**src/chct_pkg.sv**
```systemverilog
package chct_pkg;

    localparam logic [63:0] GOLDEN_GAMMA = 64'h9e3779b97f4a7c15;
    localparam logic [63:0] MIX_MULT_1   = 64'hbf58476d1ce4e5b9;
    localparam logic [63:0] MIX_MULT_2   = 64'h94d049bb133111eb;

    localparam logic [1:0] REQ_REQUEST  = 2'd0;
    localparam logic [1:0] REQ_RESPONSE = 2'd1;
    localparam logic [1:0] REQ_DATA     = 2'd2;
    localparam logic [1:0] REQ_TICK     = 2'd3;

    localparam logic [1:0] KIND_REJECT    = 2'd0;
    localparam logic [1:0] KIND_CHALLENGE = 2'd1;
    localparam logic [1:0] KIND_DATA      = 2'd2;

    localparam logic REASON_PROTOCOL = 1'b0;
    localparam logic REASON_VERSION  = 1'b1;

    localparam logic [1:0] CFG_PROTOCOL = 2'd0;
    localparam logic [1:0] CFG_VERSION  = 2'd1;
    localparam logic [1:0] CFG_INTERVAL = 2'd2;
    localparam logic [1:0] CFG_SEED     = 2'd3;

    localparam logic [15:0] INTERVAL_RESET = 16'd200;

    // Request to the shared multiplier: product of a and b modulo 2^64.
    typedef struct packed {
        logic        start;
        logic [63:0] a;
        logic [63:0] b;
    } mul_req_t;

    // Request to the challenge generator.
    typedef struct packed {
        logic        start;
        logic        load;
        logic [63:0] seed;
    } mix_req_t;

endpackage

```
**src/chct_mul.sv**
```systemverilog
// Iterative 64 x 64 multiplier, low 64 bits of the product only.
// One 32 x 32 multiplier is used for three partial products.
module chct_mul (
    input  logic              clk,
    input  logic              rst_n,
    input  chct_pkg::mul_req_t req,
    output logic              done,
    output logic [63:0]       product
);

    logic        busy_reg;
    logic        done_reg;
    logic [1:0]  step_reg;
    logic [63:0] a_reg;
    logic [63:0] b_reg;
    logic [63:0] prod_reg;
    logic [63:0] acc_reg;
    logic [31:0] sel_a;
    logic [31:0] sel_b;
    logic [63:0] prod_c;

    always_comb
    begin
        unique case (step_reg)
            2'd0:
            begin
                sel_a = a_reg[31:0];
                sel_b = b_reg[31:0];
            end
            2'd1:
            begin
                sel_a = a_reg[31:0];
                sel_b = b_reg[63:32];
            end
            default:
            begin
                sel_a = a_reg[63:32];
                sel_b = b_reg[31:0];
            end
        endcase
        prod_c = {32'd0, sel_a} * {32'd0, sel_b};
    end

    always_ff @(posedge clk or negedge rst_n)
    begin
        if (!rst_n)
        begin
            busy_reg <= 1'b0;
            done_reg <= 1'b0;
            step_reg <= 2'd0;
        end
        else
        begin
            done_reg <= 1'b0;
            if (req.start)
            begin
                busy_reg <= 1'b1;
                step_reg <= 2'd0;
            end
            else if (busy_reg)
            begin
                step_reg <= step_reg + 2'd1;
                if (step_reg == 2'd3)
                begin
                    busy_reg <= 1'b0;
                    done_reg <= 1'b1;
                end
            end
        end
    end

    always_ff @(posedge clk)
    begin
        if (req.start)
        begin
            a_reg   <= req.a;
            b_reg   <= req.b;
            acc_reg <= 64'd0;
        end
        else if (busy_reg)
        begin
            if (step_reg != 2'd3)
            begin
                prod_reg <= prod_c;
            end
            if (step_reg == 2'd1)
            begin
                acc_reg <= acc_reg + prod_reg;
            end
            else if (step_reg != 2'd0)
            begin
                acc_reg <= acc_reg + {prod_reg[31:0], 32'd0};
            end
        end
    end

    assign done    = done_reg;
    assign product = acc_reg;

endmodule

```
**src/chct_mix.sv**
```systemverilog
// Challenge generator: advances the generator state and scrambles it with
// two multiplies, both run on the shared iterative multiplier.
module chct_mix (
    input  logic              clk,
    input  logic              rst_n,
    input  chct_pkg::mix_req_t req,
    output logic              done,
    output logic [63:0]       value
);

    localparam logic [1:0] M_IDLE = 2'd0;
    localparam logic [1:0] M_MUL1 = 2'd1;
    localparam logic [1:0] M_MUL2 = 2'd2;

    logic [1:0]         state_reg;
    logic [1:0]         state_next;
    logic [63:0]        rng_reg;
    logic [63:0]        rng_sum;
    logic [63:0]        value_reg;
    logic               done_reg;
    chct_pkg::mul_req_t mul_req;
    logic               mul_done;
    logic [63:0]        mul_product;

    chct_mul u_mul (
        .clk     (clk),
        .rst_n   (rst_n),
        .req     (mul_req),
        .done    (mul_done),
        .product (mul_product)
    );

    assign rng_sum = rng_reg + chct_pkg::GOLDEN_GAMMA;

    always_comb
    begin
        state_next    = state_reg;
        mul_req.start = 1'b0;
        mul_req.a     = rng_sum ^ (rng_sum >> 30);
        mul_req.b     = chct_pkg::MIX_MULT_1;
        unique case (state_reg)
            M_IDLE:
            begin
                if (req.start)
                begin
                    mul_req.start = 1'b1;
                    state_next    = M_MUL1;
                end
            end
            M_MUL1:
            begin
                mul_req.a = mul_product ^ (mul_product >> 27);
                mul_req.b = chct_pkg::MIX_MULT_2;
                if (mul_done)
                begin
                    mul_req.start = 1'b1;
                    state_next    = M_MUL2;
                end
            end
            M_MUL2:
            begin
                if (mul_done)
                begin
                    state_next = M_IDLE;
                end
            end
            default:
            begin
                state_next = M_IDLE;
            end
        endcase
    end

    always_ff @(posedge clk or negedge rst_n)
    begin
        if (!rst_n)
        begin
            state_reg <= M_IDLE;
            rng_reg   <= 64'd0;
            done_reg  <= 1'b0;
        end
        else
        begin
            state_reg <= state_next;
            done_reg  <= (state_reg == M_MUL2) && mul_done;
            if (req.load)
            begin
                rng_reg <= req.seed;
            end
            else if ((state_reg == M_IDLE) && req.start)
            begin
                rng_reg <= rng_sum;
            end
        end
    end

    always_ff @(posedge clk)
    begin
        if ((state_reg == M_MUL2) && mul_done)
        begin
            value_reg <= mul_product ^ (mul_product >> 31);
        end
    end

    assign done  = done_reg;
    assign value = value_reg;

endmodule

```
**config.mk**
```make
export PLATFORM = sky130hd
export DESIGN_NAME = chct_mix
export DESIGN_NICKNAME = d
export VERILOG_FILES = /design/src/chct_pkg.sv /design/src/chct_mul.sv /design/src/chct_mix.sv
export SDC_FILE = /design/constraint.sdc
export NUM_CORES = 2
export LEC_CHECK = 0
export ABC_AREA = 1
export BUFFER_PORTS_ARGS = -buffer_cell sky130_fd_sc_hd__buf_2
export CORE_MARGIN = 8
export CORE_UTILIZATION = 45
export DETAILED_ROUTE_END_ITERATION = 12
export SLEW_MARGIN = 0
export SYNTH_ARGS = -nofsm -noshare
export SYNTH_HDL_FRONTEND = slang
export SYNTH_SLANG_ARGS = --single-unit
```
**constraint.sdc**
```tcl
create_clock -name clk -period 18.5 [get_ports clk]
set_clock_uncertainty 0.05 [all_clocks]
set_input_delay 2.775 -clock clk [delete_from_list [all_inputs] [get_ports clk]]
set_output_delay 2.775 -clock clk [all_outputs]
set_load 0.01 [all_outputs]
```
# After elaboration in Yosys (flattened, before gate mapping)
# Cells that the tools add are included.
[classes]
reduce_logical = 12
muxes = 22
multipliers = 1
eq_ne = 8
n_bitwise = 4
addsub = 4
[ops]
columns = ["op", "n"]
rows = [
  ["$mux 64", 4],
  ["$add 64x64->64", 2],
  ["$mux 128", 1],
  ["$add 64x64->64 const B", 1],
  ["$mul 32x32->64", 1],
  ["$mux 32", 2],
  ["$xor 64x33->64", 1],
  ["$xor 64x34->64", 1],
  ["$xor 64x37->64", 1],
  ["$mux 2", 5],
  ["$mux 1", 8],
  ["$reduce_bool 2->1", 4],
  ["$pmux 2 s3", 1],
  ["$reduce_and 3->1", 2],
  ["$eq 2x1->1 const B", 2],
  ["$eq 2x2->1 const B", 2],
  ["$logic_not 2->1", 2],
  ["$ne 2x1->1 const B", 2],
  ["$ne 2x2->1 const B", 2],
  ["$add 2x1->2 const B", 1],
  ["$logic_and 1x1->1", 2],
  ["$pmux 1 s2", 1],
  ["$reduce_and 2->1", 1],
  ["$reduce_or 2->1", 1],
  ["$not 1->1", 1],
]
[word_totals]
in_bits = 68
output_inout_bits = 65
reg_bits = 391
word_cells = 62

# Logic depth before layout (Yosys ltp)
[depth]
word_depth = 4
depth_mapped = 41
ltp_nobuf = 38

# Hierarchy
# A second synthesis with hierarchy kept.
[hier_totals]
cells_unflattened = 7968
area_unflattened_um2 = 60812.1
[by_module_without_submodules]
columns = ["module", "area_per_inst_um2", "seq_area_each_um2", "cells_per_inst", "instances"]
rows = [
  ["chct_mul", 50546.0, 7146.9, 6460, 1],
  ["chct_mix", 10266.1, 3598.5, 1508, 1],
]

# Worst setup path after synthesis
# No wires, ideal clock.
[synth_timing]
path_kind = "register -> register"
start = "reg u_mul.step_reg[0]"
end = "reg u_mul.prod_reg[55] (data pin)"
setup_time_ns = 0.253
arrival_ns = 7.296
period_less_slack_ns = 7.599
n_path_buf = 4
setup_slack_ns = 10.901
required_ns = 18.197
path_stages_with_launch = 33
cell_sequence = "dfrtp_1 ha_1 buf_6 nor2_8 buf_6 buf_4 nand2_1 o21ai_2 inv_1 buf_2 nor2_1 fa_1 fa_1 inv_1 fa_1 fa_1 inv_1 fa_1 fa_1 fa_1 inv_1 fa_1 inv_1 ha_1 nand2_1 nor2_1 inv_1 nor2_1 inv_1 nor3_1 nand3_1 nand4_1 nand2_1"
[synth_between]
elab_chain_cells = 4
elab_cells_between_ends = 6
cone_classes = "mul (1); eq/ne (1); mux (2); reduce/logical (2)"
[synth_lines]
columns = ["item", "line_no", "source"]
rows = [
  ["start, declared", "chct_mul.sv:13", "logic [1:0] step_reg;"],
  ["start signal, assigned", "chct_mul.sv:62", "step_reg <= step_reg + 2'd1;"],
  ["$eq 2x1->1 or $logic_not 2->1 (tied branches)", "chct_mul.sv:24", "unique case (step_reg)"],
  ["$reduce_or 2->1 (no line)", "--", ""],
  ["$mux 32", "chct_mul.sv:24", ""],
  ["$mul 32x32->64 *", "chct_mul.sv:41", "prod_c = {32'd0, sel_a} * {32'd0, sel_b};"],
  ["via u_mul.prod_c[55]", "chct_mul.sv:20", "logic [63:0] prod_c;"],
  ["end signal, assigned", "chct_mul.sv:84", "prod_reg <= prod_c;"],
  ["end, declared", "chct_mul.sv:16", "logic [63:0] prod_reg;"],
]
# Mark *: on every way through the listed nets, which the timed path passes. The rest lies on a longest branch.
# A chain may end at the register's enable or synchronous reset.

# Worst setup path after layout
[layout_timing]
start = "reg u_mul.step_reg[0]"
end = "reg u_mul.prod_reg[41] (data pin)"
# Same word-level chain as after synthesis.

==> metrics <==
min cycle time layout=10.45 ns; Worst-Skew Late Latency=0.61 ns; Synth Instances=7416; DRT Wirelength=238500 µm; Max clock buf depth=3; CTS Buf Count=38; Wirelength per Cell=25.94 µm; Post-Synth Adder-Cell Area=38.80%; RePlAce Congestion=1.028; DR DRC count=0; number of synthesized flops with an enable pin=194; largest net degree at the start of global routing=67; via density per instance=5.416; antenna-violating nets left=0; clock transition at the registers of the reported paths=0.06 ns; share of cells above drive strength 1=5.598%; global-route wire length before repair=342000 µm; hold_buf cts=0; syn nets=8733; htree depth=2; post-CTS sizing=0; met3 Use GR=6.333%; vias in the first global route=49080; met2 Use GR=53.41%; Mapped Area=55780 µm²; simple-gate share of the synthesized area=22.71%; CP required=18.81 ns; Worst-Margin Slew=1.241 ns; XOR/XNOR Fraction of Synth Area=2.842%; Yosys top cell area share=28.75%; status=completed; crit path max fanout=30; nets@finish=8844; Area contributors post-synth=fa_1 (29%), nand2_1 (12%), inv_1 (12%), edfxtp_1 (10%), ha_1 (10%); crit path DAT=10.76 ns; FFs w/ async S/R, synth=21.58%; Hold WC Path Type=reg -> reg; fillers=12810; largest family of logic cells by synthesized area=adder cells; num ports=133; Area Overhead vs Synth=6.950%; Initial Utilization=45.23%; antenna violations before repair=7; ys flop type=edfxtp_1; # Post-CTS Setup Buffers=0; sequential cell area fraction in the yosys report=15.93%; type of origin of the critical path=register; mux cell area share after synthesis=0%; core area=123300 µm²; IO buf count=132; RSZ-0062 raised after global routing=false; drt initial violations=5567; GRT Residual Overflow=0; ANT cells=0; fmax=0.09573 GHz; first drt pass iteration count=6; DIE WIDTH=368.1 µm; Syn Area/Cell=7.521 µm²; gr usage total=34.45%; area leader, netlist=fa_1; Slew Limit Fails=0; row cnt=129; Top Usage Layer GRT=met2; Yosys reg bits=329; CTS tree=yes; critical path class=reg -> reg; die height=368.1 µm; synth warn=0; met1 Usage GRT=49.04%; die footprint=135500 µm²; Synth Area in Compound Gates=6.575%; Via Count=49790; crit share post-route=56.47%; setup tns final=0 ns; Final Hold Fails=0; Root Buffer=clkbuf_16; max_slew headroom=17.25%; CP Capture Type=register; Cell variety after synth=52; clock sink total=329; MaxCap Viol Count=0; HPWL after DPL=205900 µm; final setup violation count=0
-- per-layer routing --
| layer | up-vias | wire, µm |
|---|---|---|
| li1 | 22650 | - |
| met1 | 24390 | 103400 |
| met2 | 2346 | 104500 |
| met3 | 393 | 21430 |
| met4 | 10 | 9015 |
| met5 | - | 61 |
-- cell families after synthesis --
group / Yosys count
xor+xnor: 181
flops: 329
fa+ha+maj: 1249
simple gates: 3092
buf+inv: 1925
compound gates: 640
-- layout by cell type, fill, tap and decap left out, types with 71 or more instances in the layout --
| cell | instances |
|---|---|
| nand3_1 | 320 |
| inv_1 | 1764 |
| buf_4 | 73 |
| fa_1 | 801 |
| nand2_1 | 1803 |
| o21ai_0 | 170 |
| ha_1 | 447 |
| a21oi_1 | 272 |
| xor2_1 | 142 |
| edfxtp_1 | 194 |
| nor2_1 | 730 |
| buf_2 | 131 |
| dfrtp_1 | 71 |
-- per-stage QoR --
stage / hold WS, ns / utilization [%] / setup WS, ns / area [µm²] / cells
finish: 0.4717 / 48.37 / 8.053 / 59650 / 9193
floorplan: 0.3564 / - / 10.90 / 55780 / 7416
CTS: 0.4692 / 48.37 / 8.220 / 59650 / 9193
global route: 0.5020 / 48.37 / 7.861 / 59650 / 9193
global placement: 0.4597 / 47.42 / 8.242 / 58480 / 9124
detailed placement: 0.4533 / 47.42 / 8.263 / 58480 / 9124
-- cell type report --
class	count	area (µm²)	area share, %
Tap cell	1637	2048	3.434
Timing Repair Buffer	204	1204	2.018
Multi-Input combinational cell	5162	39620	66.42
Clock inverter	21	141.4	0.2370
Sequential cell	329	8884	14.89
Clock buffer	48	1030	1.726
Inverter	1792	6726	11.28
-- synth_stat cells (8+ instances only) --
cell      count
inv_1      1764
nand2_1    1804
inv_2        26
o21bai_1     32
nand3b_1     33
or2_2        38
clkbuf_1     73
edfxtp_1    194
a31oi_1      16
buf_2        37
xor2_1      142
and2_1        9
o21ai_1      38
nand3_1     320
o21ai_0     173
buf_1        12
a21oi_1     272
nor3_1       38
o21ai_2      16
dfrtp_1      71
nor2_1      737
xnor2_1      39
o211ai_1     34
nand4_1      36
a21o_1        8
ha_1        448
dfxtp_1      64
nor2_2       25
o221ai_1     26
nand2_2      20
fa_1        801
-- critical path: stages (launching register included) --
cell and delay [ns]:
dfrtp_1 0.43, ha_1 0.22, buf_4 0.24, nor2_8 0.30, buf_4 0.54, inv_2 0.32, o21ai_2 1.03, inv_1 0.40
nand2_1 0.22, inv_1 0.08, fa_1 0.55, inv_1 0.07, fa_1 0.59, fa_1 0.54, fa_1 0.51, inv_1 0.05
fa_1 0.56, fa_1 0.44, fa_1 0.52, fa_1 0.47, ha_1 0.45, a21oi_1 0.14, o21ai_0 0.32, a21oi_1 0.16
o21bai_1 0.41, a21oi_1 0.07, nand2_1 0.17, xor2_1 0.34
-- final timing paths --
| path | startpoint | endpoint | slack (ns) | cells past startpoint |
|---|---|---|---|---|
| hold reg to reg | u_mul.step_reg[1] | u_mul.step_reg[1] | 0.47 | 2 |
| max in group asynchronous | rst_n | rng_reg[6] | 15.33 | 2 |
| setup reg to reg | u_mul.step_reg[0] | u_mul.prod_reg[41] | 8.05 | 27 |
| min in group asynchronous | rst_n | rng_reg[24] | 2.07 | 1 |
| setup / recovery | u_mul.step_reg[0] | u_mul.prod_reg[41] | 8.05 | 27 |
| hold / removal | u_mul.step_reg[1] | u_mul.step_reg[1] | 0.47 | 2 |
Power is not shown: default switching activity piles up to over one toggle a cycle in this logic, so the estimate is an artifact.
